<file path="src/rtl/hpe_pkg.sv">
package hpe_pkg;

  localparam int DATA_WIDTH = 32;
  localparam int FRAC_BITS  = 16;
  localparam int COEF_COUNT = 8;
  localparam int NUM_REGS   = 8;
  localparam int REG_IDX_W  = $clog2(NUM_REGS);
  localparam int ADDR_W     = REG_IDX_W + 2;
  localparam int APB_DATA_W = 32;

  typedef logic signed [DATA_WIDTH-1:0] hpe_data_t;

  typedef struct packed {
    hpe_data_t x;
    hpe_data_t acc;
    logic      ovf;
  } hpe_word_t;

endpackage

</file>
<file path="src/rtl/hpe_step.sv">
module hpe_step (
  input  logic              clk_i,
  input  logic              rst_ni,
  input  hpe_pkg::hpe_data_t coef_i,
  input  logic              valid_i,
  input  hpe_pkg::hpe_word_t word_i,
  output logic              ready_o,
  output logic              valid_o,
  output hpe_pkg::hpe_word_t word_o,
  input  logic              ready_i
);
  import hpe_pkg::*;

  localparam int PROD_W = 2 * DATA_WIDTH;
  localparam int SUM_W  = PROD_W + 1;
  localparam int TOT_W  = PROD_W + 2;
  localparam logic signed [SUM_W-1:0] HALF = (SUM_W'(1) << FRAC_BITS) >> 1;
  localparam logic signed [TOT_W-1:0] MAX_V =
    {{(TOT_W-DATA_WIDTH+1){1'b0}}, {(DATA_WIDTH-1){1'b1}}};
  localparam logic signed [TOT_W-1:0] MIN_V = ~MAX_V;

  logic                    v1_q, v2_q;
  logic                    ld1, ld2;
  logic signed [PROD_W-1:0] prod_q, prod_d;
  hpe_data_t               x1_q;
  logic                    ovf1_q;
  hpe_word_t               w2_q, w2_d;

  logic signed [SUM_W-1:0] rnd_sum;
  logic signed [SUM_W-1:0] rnd;
  logic signed [TOT_W-1:0] tot;

  assign ld2     = !v2_q || ready_i;
  assign ld1     = !v1_q || ld2;
  assign ready_o = ld1;
  assign valid_o = v2_q;
  assign word_o  = w2_q;

  assign prod_d = PROD_W'(word_i.x) * PROD_W'(word_i.acc);

  always_comb begin
    rnd_sum = $signed({prod_q[PROD_W-1], prod_q}) + HALF;
    rnd     = rnd_sum >>> FRAC_BITS;
    tot     = $signed({rnd[SUM_W-1], rnd}) + TOT_W'(coef_i);
    w2_d.x  = x1_q;
    w2_d.ovf = ovf1_q;
    if (tot > MAX_V) begin
      w2_d.acc = MAX_V[DATA_WIDTH-1:0];
      w2_d.ovf = 1'b1;
    end else if (tot < MIN_V) begin
      w2_d.acc = MIN_V[DATA_WIDTH-1:0];
      w2_d.ovf = 1'b1;
    end else begin
      w2_d.acc = tot[DATA_WIDTH-1:0];
    end
  end

  always_ff @(posedge clk_i or negedge rst_ni) begin
    if (!rst_ni) begin
      v1_q <= 1'b0;
      v2_q <= 1'b0;
    end else begin
      if (ld1) begin
        v1_q <= valid_i;
      end
      if (ld2) begin
        v2_q <= v1_q;
      end
    end
  end

  always_ff @(posedge clk_i) begin
    if (ld1 && valid_i) begin
      prod_q <= prod_d;
      x1_q   <= word_i.x;
      ovf1_q <= word_i.ovf;
    end
    if (ld2 && v1_q) begin
      w2_q <= w2_d;
    end
  end

endmodule

</file>
<file path="config.mk">
export PLATFORM = sky130hd
export DESIGN_NAME = hpe_step
export DESIGN_NICKNAME = d
export VERILOG_FILES = /design/src/rtl/hpe_pkg.sv /design/src/rtl/hpe_step.sv
export SDC_FILE = /design/constraint.sdc
export NUM_CORES = 2
export LEC_CHECK = 0
export BUFFER_PORTS_ARGS = -buffer_cell sky130_fd_sc_hd__buf_4
export CORE_MARGIN = 3
export CORE_UTILIZATION = 40
export DETAILED_ROUTE_END_ITERATION = 10
export PLACE_DENSITY = 0.67
export SYNTH_ARGS = -nofsm -noshare
export SYNTH_HDL_FRONTEND = slang
export SYNTH_SLANG_ARGS = --single-unit
</file>
<file path="constraint.sdc">
create_clock -name clk_i -period 5.1 [get_ports clk_i]
set_clock_uncertainty 0.05 [all_clocks]
set_input_delay 0 -clock clk_i [delete_from_list [all_inputs] [get_ports clk_i]]
set_output_delay 0 -clock clk_i [all_outputs]
set_load 0.02 [all_outputs]
</file>
# Word-level counts from Yosys, hierarchy flattened
# Cells that the tools add are included.
totals:
  ram_bits: 0
  latch_bits: 0
  input_bits: 101
  rom_bits: 0
  out_inout_bits: 67
  reg_bits: 164
  wordCells: 21
  memories: 0
classes:
  shifts: 0
  reduce_logical: 7
  div: 0
  bitwise_logic: 0
  addsub: 2
  magnitude_cmp: 2
  mux: 1
  n_mul: 1
  eq_ne: 0
ops:
  columns: ["cell", "n"]
  rows:
  - ["$add 64x17->65 const B", 1]
  - ["$mul 32x32->64", 1]
  - ["$add 49x32->50", 1]
  - ["$gt 50x32->1 const B", 1]
  - ["$lt 50x32->1 const B", 1]
  - ["$mux 32", 1]
  - ["$logic_and 1x1->1", 2]
  - ["$logic_not 1->1", 2]
  - ["$logic_or 1x1->1", 2]
  - ["$reduce_or 2->1", 1]

# Depth between registers and ports, before layout
logic_depth:
  depth_word: 4
  depth_mapped: 31
  mapped_depth_nobuf: 30

# Worst setup path before layout
# Ideal clock, no wire load.
synth_path:
  path_kind: "input-to-reg"
  start: "input word_i[64] (netlist name)"
  end: "register prod_q[63], data pin"
  path_stages: 29
  slack_ps: -2491
  required_time_ps: 4790
  arrival_time_ps: 7281
  setup_time_ps: 260
  path_buffers: 1
  cell_sequence: "clkbuf_1 > nand2_1 > inv_1 > fa_1 > inv_1 > fa_1 > fa_1 > inv_1 > fa_1 > inv_1 > fa_1 > inv_1 > fa_1 > fa_1 > inv_1 > fa_1 > inv_1 > ha_1 > a21o_1 > a21o_1 > a21oi_1 > o21ai_0 > nand2_1 > o21ai_0 > a21oi_1 > nor2b_1 > o41a_1 > nor2_1 > xnor2_1"
synth_between:
  elab_chain_cells: 1
synth_rtl:
  columns: ["item", "line", "source"]
  rows:
  - ["start, declared", "hpe_step.sv:6", "input hpe_pkg::hpe_word_t word_i,"]
  - ["$mul 32x32->64", "hpe_step.sv:39", "assign prod_d = PROD_W'(word_i.x) * PROD_W'(word_i.acc);"]
  - ["net prod_d[63]", "hpe_step.sv:24", "logic signed [PROD_W-1:0] prod_q, prod_d;"]
  - ["end signal, assigned", "hpe_step.sv:74", "prod_q <= prod_d;"]
  - ["end, declared", "hpe_step.sv:24", null]
# The timed path passes the listed nets, and every way through them passes these cells.
# A chain may end at the register's enable or synchronous reset.

# Final worst setup path
layout_path:
  start: "input word_i[64] (netlist name)"
  end: "register prod_q[49], data pin"
# Same word-level chain as after synthesis.

==> flow_results.xml <==
<?xml version="1.0" encoding="UTF-8"?>
<metrics>
  <group name="status">
    <metric name="outcome" unit="">finished, violations left</metric>
    <metric name="failed_checks" unit="">setup timing</metric>
  </group>
  <group name="global_route">
    <metric name="first_global_vias" unit="">36900</metric>
    <metric name="grt_pass1_wl" unit="um">206000</metric>
    <metric name="grt_max_degree" unit="">46</metric>
    <metric name="gr-total-overflow" unit="">0</metric>
    <metric name="antenna_found_initial" unit="">3</metric>
    <metric name="grt.total_usage" unit="%">22.8</metric>
  </group>
  <group name="yosys">
    <metric name="synth_enable_flop_cells" unit="">147</metric>
    <metric name="yosys.area.top_type" unit="">sky130_fd_sc_hd__fa_1</metric>
    <metric name="synthesis.yosys.warnings" unit="">0</metric>
    <metric name="sequential_element_share_of_the_synthesized_area" unit="%">10.0</metric>
    <metric name="netlist.area_leader.share" unit="%">48.6</metric>
    <metric name="post_synth_instance_area" unit="mm^2">0.0446</metric>
    <metric name="synth_fp_nets" unit="">6029</metric>
    <metric name="netlist-cell-type-count" unit="">86</metric>
    <metric name="most_repeated_cell_in_the_gate_level_netlist_after_synthesis" unit="">sky130_fd_sc_hd__fa_1</metric>
    <metric name="synthTopCellsByCount" unit="">sky130_fd_sc_hd__fa_1 (1082), sky130_fd_sc_hd__inv_1 (1009), sky130_fd_sc_hd__nand2_1 (576), sky130_fd_sc_hd__and2_1 (519), sky130_fd_sc_hd__ha_1 (230)</metric>
    <metric name="ys_seq_elements" unit="">149</metric>
    <metric name="synth_flop_cell" unit="">sky130_fd_sc_hd__edfxtp_1</metric>
    <metric name="synth_async_sr_flop_share" unit="%">1.34</metric>
    <metric name="syn-instance-count" unit="">4616</metric>
    <metric name="mean_cell_area_of_the_mapped_netlist" unit="um^2">9.65</metric>
    <metric name="netlist_top_cells_area" unit="">sky130_fd_sc_hd__fa_1 (49%), sky130_fd_sc_hd__edfxtp_1 (9.9%), sky130_fd_sc_hd__inv_1 (8.5%)</metric>
  </group>
  <group name="die">
    <metric name="floorplan.rows" unit="">121</metric>
    <metric name="die_area" unit="mm^2">0.115</metric>
    <metric name="initial_core_util" unit="%">40.6</metric>
    <metric name="area_of_the_core" unit="mm^2">0.110</metric>
    <metric name="die_height" unit="um">340</metric>
    <metric name="chipWidth" unit="um">340</metric>
    <metric name="top_level_ports" unit="">168</metric>
  </group>
  <group name="setup_path">
    <metric name="startpoint_type" unit="">input port</metric>
    <metric name="required_time_of_the_critical_path" unit="ps">5260</metric>
    <metric name="setup.worst_path.class" unit="">input port to register</metric>
    <metric name="critical_path.max_fanout" unit="">8</metric>
    <metric name="cp_data_arrival_time" unit="ps">6860</metric>
    <metric name="worstSetupEndpointType" unit="">register</metric>
  </group>
  <group name="sta">
    <metric name="rsz0062_at_grt" unit="">true</metric>
    <metric name="slew-limit-headroom" unit="%">57.0</metric>
    <metric name="post-route-min-period" unit="ps">6710</metric>
    <metric name="achievable-frequency" unit="GHz">0.149</metric>
    <metric name="finalSetupViolations" unit="">81</metric>
    <metric name="final-hold-violation-count" unit="">0</metric>
    <metric name="post-route-worst-setup-slack" unit="ps">-1610</metric>
    <metric name="worst_slew_pin_slew" unit="ps">645</metric>
    <metric name="period_share" unit="%">131</metric>
    <metric name="slew_violations" unit="">0</metric>
  </group>
  <group name="detailed_routing">
    <metric name="dr_wl_cell" unit="um">19.8</metric>
    <metric name="initialDrtViolationCount" unit="">2248</metric>
    <metric name="detail_route.wirelength" unit="um">135000</metric>
    <metric name="drt_pass1_iterations" unit="">7</metric>
    <metric name="routed-via-count" unit="">34600</metric>
    <metric name="vias_per_cell" unit="">5.08</metric>
    <metric name="antenna_left" unit="">0</metric>
    <metric name="drc" unit="">0</metric>
  </group>
  <group name="cts">
    <metric name="ctsRootBufferMaster" unit="">sky130_fd_sc_hd__clkbuf_16</metric>
    <metric name="clock_sink_count" unit="">149</metric>
    <metric name="clkSlewWorstSetupHoldPaths" unit="ps">70</metric>
    <metric name="clock_tree_from_tritoncts" unit="">yes</metric>
    <metric name="clock_latency_on_the_worst_skew_pair" unit="ps">460</metric>
    <metric name="cts_max_level" unit="">4</metric>
    <metric name="cts_buffer_depth" unit="">2</metric>
    <metric name="cts_inserted_buffers" unit="">17</metric>
  </group>
  <group name="finish">
    <metric name="syn_to_final_growth" unit="%">28.1</metric>
    <metric name="fin_nets" unit="">6730</metric>
    <metric name="post_route_cells_drive_above_1_share" unit="%">26.1</metric>
    <metric name="postLayoutCoreUtil" unit="%">52.0</metric>
    <metric name="final_design_area_no_fill" unit="mm^2">0.0571</metric>
  </group>
  <group name="run">
    <metric name="maxCapViolCount" unit="">0</metric>
  </group>
  <group name="hold_path">
    <metric name="min_path_type" unit="">input port to register</metric>
  </group>
  <group name="placement">
    <metric name="dpl-instance-area" unit="mm^2">0.0519</metric>
    <metric name="gp_congestion" unit="">0.926</metric>
    <metric name="dp_hpwl" unit="um">107000</metric>
    <metric name="buffer_ports.inserted" unit="">167</metric>
    <metric name="dp_slack" unit="ps">-2310</metric>
  </group>
</metrics>
-- sequential cells by signal, summed over array words and instances (netlist names) --
signal and flops:
ovf1_q 1, prod_q 49, v1_q 1, valid_o 1
word_o 65, x1_q 32
-- routing by layer --
layer / GRT usage [%] / up-vias / share of wire [%]
met2: 37.3 / 1251 / 47
li1: - / 15200 / -
met4: 7.27 / 2 / 4.5
met3: 4.03 / 274 / 7.3
met5: 0 / - / 0.0097
met1: 30.7 / 17800 / 41
-- cell usage in the layout (no fill, tap or decap), types with 86 or more instances in the layout --
cell / netlist / layout
sky130_fd_sc_hd__nor2_1: 113 / 89
sky130_fd_sc_hd__ha_1: 230 / 193
sky130_fd_sc_hd__and2_1: 519 / 463
sky130_fd_sc_hd__fa_1: 1082 / 996
sky130_fd_sc_hd__buf_6: 4 / 93
sky130_fd_sc_hd__buf_4: 3 / 665
sky130_fd_sc_hd__edfxtp_1: 147 / 147
sky130_fd_sc_hd__fa_2: 0 / 86
sky130_fd_sc_hd__nand2_1: 576 / 533
sky130_fd_sc_hd__xnor2_1: 102 / 96
sky130_fd_sc_hd__inv_1: 1009 / 954
-- logic make-up (layout without fill, tap and decap cells) --
| kind of cell | count (synthesis) | count (layout) | synth area share, % |
|---|---|---|---|
| and+or+nand+nor | 1419 | 1419 | 16.0 |
| adders and majority gates | 1312 | 1312 | 55.1 |
| buffers and inverters | 1231 | 1945 | 10.5 |
| AOI/OAI and AO/OA | 361 | 361 | 5.59 |
| DFF | 149 | 149 | 10.0 |
| xor gates and xnor gates | 139 | 139 | 2.73 |
| muxes | 5 | 5 | 0.115 |
| other | 0 | 1 | 0 |
-- path summary, 6_finish.rpt --
path | start | endpoint | slack (ps) | cells after the start
max | word_i[64] | prod_q[49] | -1610 | 27
min | coef_i[0] | word_o[1] | 10 | 4
max reg2reg | prod_q[28] | word_o[12] | -340 | 26
min reg2reg | x1_q[11] | word_o[44] | 370 | 0
max in group asynchronous | rst_ni | v1_q | 4490 | 3
min in group asynchronous | rst_ni | valid_o | 390 | 3
-- cell type report --
class	instances	area, um^2
Fill cell	9555	52700
Multi-Input combinational cell	3236	37400
Timing Repair Buffer	904	8970
Sequential cell	149	4460
Inverter	1009	3790
Tap cell	1476	1850
Clock buffer	17	425
Clock inverter	15	156
Antenna cell	1	2.50
-- per-stage QoR --
stage               hold slack (ps)  TNS, ps  cells
finish                         14.8   -62750   6807
CTS                           0.636   -62090   6747
global placement               -266   -96160   6613
global route                   10.7   -78650   6807
detailed placement             -265   -99680   6613
floorplan                      -346   -49450   4616
-- critical path, stage by stage --
cell and delay (ps):
sky130_fd_sc_hd__buf_16 130, sky130_fd_sc_hd__buf_12 140, sky130_fd_sc_hd__nand2_4 60, sky130_fd_sc_hd__inv_2 40
sky130_fd_sc_hd__fa_1 520, sky130_fd_sc_hd__inv_2 50, sky130_fd_sc_hd__buf_4 150, sky130_fd_sc_hd__fa_1 500
sky130_fd_sc_hd__inv_1 50, sky130_fd_sc_hd__fa_1 540, sky130_fd_sc_hd__fa_1 440, sky130_fd_sc_hd__fa_1 550
sky130_fd_sc_hd__fa_1 440, sky130_fd_sc_hd__fa_1 490, sky130_fd_sc_hd__fa_2 660, sky130_fd_sc_hd__ha_4 220
sky130_fd_sc_hd__a21o_1 160, sky130_fd_sc_hd__a21o_1 170, sky130_fd_sc_hd__a21o_1 190, sky130_fd_sc_hd__nor2_1 110
sky130_fd_sc_hd__and3_4 240, sky130_fd_sc_hd__and3b_2 240, sky130_fd_sc_hd__o21a_1 200, sky130_fd_sc_hd__o21a_1 200
sky130_fd_sc_hd__o21a_1 200, sky130_fd_sc_hd__nor2_2 100, sky130_fd_sc_hd__xnor2_1 60
-- repair_timing --
action,in CTS,in global routing
setup buffers,66,51
cloned,14,18
hold endpoints to repair,22,1
setup endpoints to repair,82,82
gates resized for setup,404,307
hold buffers,23,1
pin swaps,145,196
Power is not shown: default switching activity piles up to over one toggle a cycle in this logic, so the estimate is an artifact.
